### config.mk
export PLATFORM = sky130hd
export DESIGN_NAME = tsa_ctrl
export DESIGN_NICKNAME = d
export VERILOG_FILES = /design/src/rtl/truss_stiffness_assembly_defines.svh /design/src/rtl/tsa_pkg.sv /design/src/rtl/tsa_ctrl.sv
export SDC_FILE = /design/constraint.sdc
export NUM_CORES = 1
export LEC_CHECK = 0
export BUFFER_PORTS_ARGS = -buffer_cell sky130_fd_sc_hd__buf_2
export CAP_MARGIN = 20
export CELL_PAD_IN_SITES_DETAIL_PLACEMENT = 2
export CELL_PAD_IN_SITES_GLOBAL_PLACEMENT = 2
export CORE_MARGIN = 2
export CORE_UTILIZATION = 25
export CTS_CLUSTER_DIAMETER = 120
export DETAILED_ROUTE_END_ITERATION = 8
export PLACE_DENSITY = 0.61
export SLEW_MARGIN = 20
export SYNTH_ARGS = -nofsm -noshare
export SYNTH_HDL_FRONTEND = slang
export SYNTH_SLANG_ARGS = --single-unit
### constraint.sdc
create_clock -name clk -period 3.1 [get_ports clk]
set_input_delay 0.31 -clock clk [delete_from_list [all_inputs] [get_ports clk]]
set_output_delay 0.31 -clock clk [all_outputs]
set_load 0.03 [all_outputs]
### src/rtl/truss_stiffness_assembly_defines.svh
// Assertion macros shared by the truss stiffness assembly RTL.
// Depends on nothing; users must have clk and rst_n in scope.
`ifndef TRUSS_STIFFNESS_ASSEMBLY_DEFINES_SVH
`define TRUSS_STIFFNESS_ASSEMBLY_DEFINES_SVH

// same-cycle implication
`define TSA_ASSERT_NOW(lbl, ante, cons) \
    lbl: assert property (@(posedge clk) disable iff (!rst_n) (ante) |-> (cons)) \
        else $error("tsa assertion failed");

// next-cycle implication
`define TSA_ASSERT_NEXT(lbl, ante, cons) \
    lbl: assert property (@(posedge clk) disable iff (!rst_n) (ante) |=> (cons)) \
        else $error("tsa assertion failed");

`endif

### src/rtl/tsa_pkg.sv
// Shared types and constants for the truss stiffness assembly block.
// Used by tsa_ctrl, tsa_datapath and the top level; depends on nothing.
`default_nettype none

package tsa_pkg;

    localparam int DOF_PER_NODE = 2;
    localparam int ENTRY_W      = 48;
    localparam int Q_W          = 32;   // quotient bits, |v| <= k*256 < 2^32
    localparam int V_W          = 33;   // signed term width
    localparam int D_W          = 33;   // squared length width

    localparam logic [1:0] REQ_ADD   = 2'd0;
    localparam logic [1:0] REQ_READ  = 2'd1;
    localparam logic [1:0] REQ_CLEAR = 2'd2;

    localparam logic [1:0] ST_OK       = 2'd0;
    localparam logic [1:0] ST_ZERO_LEN = 2'd1;
    localparam logic [1:0] ST_SAT      = 2'd2;

    localparam logic [3:0] OP_NONE   = 4'd0;
    localparam logic [3:0] OP_LOAD   = 4'd1;
    localparam logic [3:0] OP_DIFF   = 4'd2;
    localparam logic [3:0] OP_PROD   = 4'd3;
    localparam logic [3:0] OP_DSUM   = 4'd4;
    localparam logic [3:0] OP_MUL    = 4'd5;
    localparam logic [3:0] OP_DIV    = 4'd6;
    localparam logic [3:0] OP_STORE  = 4'd7;
    localparam logic [3:0] OP_WR     = 4'd8;
    localparam logic [3:0] OP_CLR    = 4'd9;
    localparam logic [3:0] OP_RESULT = 4'd10;

    typedef struct packed {
        logic [1:0]         req_type;
        logic [5:0]         start_node;
        logic [5:0]         end_node;
        logic signed [15:0] start_x;
        logic signed [15:0] start_y;
        logic signed [15:0] end_x;
        logic signed [15:0] end_y;
        logic [23:0]        spring_stiffness;
        logic               rigid_flag;
        logic [6:0]         read_row;
        logic [6:0]         read_col;
    } tsa_req_t;

    typedef struct packed {
        logic signed [47:0] entry_value;
        logic [1:0]         status;
    } tsa_rsp_t;

    typedef struct packed {
        logic [3:0] op;
        logic [1:0] term;   // 0: xx, 1: yy, 2: xy
        logic [3:0] idx;    // element entry {bi, bj, i, j}
    } tsa_cmd_t;

    typedef struct packed {
        logic [1:0] req_type;
        logic       zero_len;
        logic       nodes_ok;
        logic       clr_last;
    } tsa_stat_t;

endpackage

`default_nettype wire

### src/rtl/tsa_ctrl.sv
// Sequencer for the truss stiffness assembly block.
// Depends on tsa_pkg; drives tsa_datapath through tsa_cmd_t.
`default_nettype none

module tsa_ctrl (
    input  wire logic              clk,
    input  wire logic              rst_n,
    input  wire logic              go,
    input  wire logic              out_free,
    input  wire tsa_pkg::tsa_stat_t st,
    output tsa_pkg::tsa_cmd_t      cmd,
    output logic                   idle
);

    localparam logic [3:0] S_INIT_CLR = 4'd0;
    localparam logic [3:0] S_IDLE     = 4'd1;
    localparam logic [3:0] S_DISPATCH = 4'd2;
    localparam logic [3:0] S_DIFF     = 4'd3;
    localparam logic [3:0] S_PROD     = 4'd4;
    localparam logic [3:0] S_DSUM     = 4'd5;
    localparam logic [3:0] S_CHECK    = 4'd6;
    localparam logic [3:0] S_MUL      = 4'd7;
    localparam logic [3:0] S_DIV      = 4'd8;
    localparam logic [3:0] S_STORE    = 4'd9;
    localparam logic [3:0] S_RMW_RD   = 4'd10;
    localparam logic [3:0] S_RMW_WR   = 4'd11;
    localparam logic [3:0] S_CLR      = 4'd12;
    localparam logic [3:0] S_FIN      = 4'd13;

    logic [3:0] state_reg, state_next;
    logic [4:0] cnt_reg, cnt_next;
    logic [1:0] term_reg, term_next;
    logic [3:0] idx_reg, idx_next;

    always_ff @(posedge clk or negedge rst_n)
    begin
        if (!rst_n)
        begin
            state_reg <= S_INIT_CLR;
            cnt_reg   <= '0;
            term_reg  <= '0;
            idx_reg   <= '0;
        end
        else
        begin
            state_reg <= state_next;
            cnt_reg   <= cnt_next;
            term_reg  <= term_next;
            idx_reg   <= idx_next;
        end
    end

    always_comb
    begin
        state_next = state_reg;
        cnt_next   = cnt_reg;
        term_next  = term_reg;
        idx_next   = idx_reg;
        cmd.op     = tsa_pkg::OP_NONE;
        cmd.term   = term_reg;
        cmd.idx    = idx_reg;
        idle       = 1'b0;
        case (state_reg)
            S_INIT_CLR:
            begin
                cmd.op = tsa_pkg::OP_CLR;
                if (st.clr_last)
                    state_next = S_IDLE;
            end
            S_IDLE:
            begin
                idle = 1'b1;
                if (go)
                begin
                    cmd.op     = tsa_pkg::OP_LOAD;
                    state_next = S_DISPATCH;
                end
            end
            S_DISPATCH:
            begin
                // read request: memory read is issued this cycle
                case (st.req_type)
                    tsa_pkg::REQ_ADD:   state_next = S_DIFF;
                    tsa_pkg::REQ_CLEAR: state_next = S_CLR;
                    default:            state_next = S_FIN;
                endcase
            end
            S_DIFF:
            begin
                cmd.op     = tsa_pkg::OP_DIFF;
                state_next = S_PROD;
            end
            S_PROD:
            begin
                cmd.op     = tsa_pkg::OP_PROD;
                state_next = S_DSUM;
            end
            S_DSUM:
            begin
                cmd.op     = tsa_pkg::OP_DSUM;
                state_next = S_CHECK;
            end
            S_CHECK:
            begin
                term_next = '0;
                if (st.zero_len || !st.nodes_ok)
                    state_next = S_FIN;
                else
                    state_next = S_MUL;
            end
            S_MUL:
            begin
                cmd.op     = tsa_pkg::OP_MUL;
                cnt_next   = '0;
                state_next = S_DIV;
            end
            S_DIV:
            begin
                cmd.op   = tsa_pkg::OP_DIV;
                cnt_next = cnt_reg + 5'd1;
                if (cnt_reg == 5'd31)
                    state_next = S_STORE;
            end
            S_STORE:
            begin
                cmd.op = tsa_pkg::OP_STORE;
                if (term_reg == 2'd2)
                begin
                    idx_next   = '0;
                    state_next = S_RMW_RD;
                end
                else
                begin
                    term_next  = term_reg + 2'd1;
                    state_next = S_MUL;
                end
            end
            S_RMW_RD:
            begin
                state_next = S_RMW_WR;
            end
            S_RMW_WR:
            begin
                cmd.op   = tsa_pkg::OP_WR;
                idx_next = idx_reg + 4'd1;
                if (idx_reg == 4'd15)
                    state_next = S_FIN;
                else
                    state_next = S_RMW_RD;
            end
            S_CLR:
            begin
                cmd.op = tsa_pkg::OP_CLR;
                if (st.clr_last)
                    state_next = S_FIN;
            end
            S_FIN:
            begin
                if (out_free)
                begin
                    cmd.op     = tsa_pkg::OP_RESULT;
                    state_next = S_IDLE;
                end
            end
            default:
            begin
                state_next = S_IDLE;
            end
        endcase
    end

endmodule

`default_nettype wire

==> flow_summary.rst <==
.. list-table::
   :header-rows: 1

   * - Metric
     - Value
   * - Count of boundary I/O pins
     - 20
   * - Total number of nets in the final design
     - between 150 and 200
   * - Highest clock rate
     - ~420 MHz
   * - Area after detailed placement
     - 1260 µm²
   * - Worst Reg2Reg Path Length in Cells
     - 8
   * - Area of the placeable core
     - between 4000 and 5000 µm²
   * - Syn Inst Count
     - between 100 and 150
   * - Kind of path behind the tightest hold check
     - in -> reg
   * - Iter 0 DRT Violations
     - 44
   * - Worst vdd ir
     - roughly 0.29 mV
   * - Total number of placement rows
     - 24
   * - Congestion Overflow GR
     - 0
   * - DRC violations left
     - 0
   * - Hold Path Cell Cnt
     - 3
   * - CP endpoint kind
     - output pin
   * - Clock tree sinks
     - 15
   * - FF-to-FF Start
     - cnt_reg[0]
   * - Data arrival time of the critical path
     - roughly 2000 ps
   * - Initial cell density of the core
     - between 20% and 30%
   * - Hold Startpoint
     - st[0]
   * - Non-filler instance count after layout
     - 211
   * - Cell at the root of the clock tree
     - clkbuf_8
   * - Worst setup timing slack at the placement stage
     - approximately 1000 ps
   * - Clock Latency Late Sink
     - 250 ps
   * - Worst-margin pin slew
     - a little over 700 ps
   * - Maximum clock insertion buffer count
     - 2
   * - Maxcap violations
     - 0
   * - Number of vias per cell
     - 5.26
   * - Slack of the critical path
     - 745 ps
   * - Combined global-route utilization of all metal layers
     - between 10 and 15%
   * - Final number of max-transition violations
     - 0
   * - Count of final setup violators
     - 0
   * - Number of buffers created by CTS
     - 3
   * - CP Max Fanout
     - 24
   * - Total power density per cell area
     - about 990 nW/µm²
   * - Share of layout cells above drive strength 1
     - a little under a fifth
   * - Horiz. Die Dim
     - 71.4 µm
   * - Total negative slack for setup checks
     - 0 ps
   * - Total nets after synthesis
     - between 150 and 200
   * - Number of buffers inserted by port buffering
     - 19
   * - Mean instance size in the synthesized netlist
     - a little under 8 µm²
   * - Category of the worst setup path launch point
     - register
   * - Fillers
     - around 510
   * - Dpl cells
     - roughly 210
   * - Diodes inserted
     - 0
   * - Clock tree from TritonCTS
     - built
   * - Flip-flop and latch count after synthesis
     - 15
   * - Final Hold Fails
     - 0
   * - Clock-pin transition on the worst setup and hold timing paths
     - ~70 ps
   * - Wire length per cell
     - 15.8 µm
   * - Worst flop-to-flop path endpoint
     - state_reg[3]
   * - Level count of the clock H-tree
     - 1
   * - Dpl hpwl
     - 2490 µm
   * - Via count of the first global-routing pass
     - ~1100
   * - Yosys synthesis warning count
     - 0
   * - P&R area growth vs syn
     - 15.5%
   * - Total via count after detailed routing
     - 1110
   * - Setup repair after global routing missed its margin
     - no
   * - Number of nets with antenna violations after detailed routing
     - 0
   * - Summed area of non-filler cells in the final layout
     - 1310 µm²
   * - Largest net degree at the start of global routing
     - 25
   * - Total power
     - around 0.0013 W
   * - Die ar.
     - slightly above 5000 µm²
   * - Destination of the worst hold path
     - state_reg[2]
   * - Die Span Y
     - between 70 and 80 µm
   * - Initial antenna violation count
     - 0
   * - DRT Pass-1 Iters
     - 4
   * - Drt total wl
     - around 3300 µm
   * - Wire length of the first global-routing pass
     - about 5600 µm
   * - Period Utilization, post-route
     - about 76%
   * - Worst max-slew margin expressed relative to the limit
     - 53.1%
   * - Post-synthesis instance area
     - approximately 1100 µm²
   * - Number of setup buffers added after CTS
     - 0
   * - RD Place Congestion
     - approximately 0.77
   * - Result of the run
     - completed
   * - Sequential cell area fraction in the yosys report
     - between 30% and 40%
   * - Clock skew
     - about 1.1 ps
   * - Minimum setup slack among reg-to-reg paths
     - 1170 ps
   * - Leakage power
     - 0.591 nW
   * - Flip-flop count of the largest register, all copies and words added
     - 5
   * - Path type of the worst setup path
     - reg -> out
   * - Min Clock Period, post-route
     - ~2400 ps
   * - Data required time at the worst endpoint
     - between 2000 and 3000 ps
   * - Netlist cell types
     - 37
==> cells in the final DEF (no fill, tap or decap), drive strengths merged, types with 2 or more instances in the layout <==
cell | synthesis | routed
nand2 | 21 | 21
buf | 9 | 20
o21ai | 15 | 15
dfrtp | 15 | 15
nor2 | 11 | 11
nor3 | 9 | 9
nand3 | 7 | 7
a21oi | 7 | 7
ha | 5 | 5
inv | 4 | 4
o22ai | 4 | 4
a21o | 3 | 3
mux2i | 3 | 3
clkbuf | 0 | 3
o211ai | 3 | 3
nor4b | 2 | 2
nand2b | 2 | 2
o31ai | 2 | 2
a22o | 2 | 2
a311oi | 2 | 2
mux2 | 2 | 2
xor2 | 2 | 2
clkinv | 1 | 2
==> cell usage after synthesis (all sizes together) <==
master / number / area, µm²
nand2: 21 / 78.8
dfrtp: 15 / 375
o21ai: 15 / 75.1
nor2: 11 / 43.8
buf: 9 / 47.6
nor3: 9 / 45.0
a21oi: 7 / 35.0
nand3: 7 / 35.0
ha: 5 / 62.6
inv: 4 / 15.0
o22ai: 4 / 25.0
a21o: 3 / 22.5
mux2i: 3 / 30.0
o211ai: 3 / 32.5
a22o: 2 / 17.5
a311oi: 2 / 17.5
mux2: 2 / 22.5
nand2b: 2 / 12.5
nor4b: 2 / 17.5
o31ai: 2 / 15.0
xor2: 2 / 17.5
a21boi: 1 / 7.51
a31oi: 1 / 6.26
a32o: 1 / 10.0
and2: 1 / 6.26
and2b: 1 / 7.51
and3: 1 / 6.26
and3b: 1 / 8.76
clkinv: 1 / 3.75
nand4: 1 / 6.26
nor2b: 1 / 6.26
nor3b: 1 / 7.51
o21a: 1 / 7.51
o32ai: 1 / 8.76
==> cell families after synthesis <==
family                     after synthesis  synth area share (%)
buffers and inverters                   14                  5.84
and+or+nand+nor                         59                  24.8
DFF                                     15                  33.0
xor gates and xnor gates                 2                  1.54
AOI/OAI and AO/OA                       43                  24.7
muxes                                    5                  4.63
adders and majority gates                5                  5.51
==> per-layer routing <==
metal | wire [µm] | vias up | global-route usage (%)
li1 | - | 548 | -
met1 | 1650 | 543 | 19.9
met2 | 1550 | 15 | 22.0
met3 | 79 | 4 | 1.27
met4 | 53 | 0 | 5.66
met5 | 0 | - | 0
==> critical path, stage by stage, from the launching register on <==
cell and delay [ps]:
dfrtp_1 800, and2b_1 310, nor3_1 140, a31oi_1 70, o21ai_0 230, buf_2 240
==> final cells by class <==
cell class | count | area (µm²) | share of cell area [%]
clock inverter | 1 | 5.00 | 0.381
inverter | 5 | 18.8 | 1.43
multi-input combinational | 114 | 694 | 52.9
sequential | 15 | 375 | 28.6
tap | 52 | 65.1 | 4.96
clock buffer | 3 | 41.3 | 3.15
timing repair buffer | 21 | 113 | 8.58
==> report_power, final <==
part           switching, W  internal [W]  leakage (nW)  total, W
clock             0.0000799     0.0000892        0.0255  0.000169
sequential         0.000171      0.000267         0.199  0.000438
combinational      0.000429      0.000267         0.366  0.000697
total              0.000680      0.000624         0.591   0.00130
==> timing repair <==
action | in CTS | in global routing
resized for setup | 0 | 0
hold buffers | 1 | 0
hold endpoints to repair | 15 | 0
==> how the worst max path moves through the flow <==
| stage | startpoint | to | depth (start not counted) |
|---|---|---|---|
| after detailed placement | state_reg[2] | cmd[9] | 5 |
| after floorplan | state_reg[2] | idle | 3 |
| after global routing | state_reg[2] | cmd[9] | 5 |
| after CTS | state_reg[2] | cmd[9] | 5 |
| after global placement | state_reg[2] | cmd[9] | 5 |
| final | state_reg[2] | cmd[9] | 5 |
==> per-stage QoR <==
stage	hold WS [ps]	utilization, %
global placement	261	28.9
finish	434	30.1
global route	463	30.1
floorplan	14.4	-
CTS	429	30.1
detailed placement	260	28.9
Power figures use the tool's default switching activity.
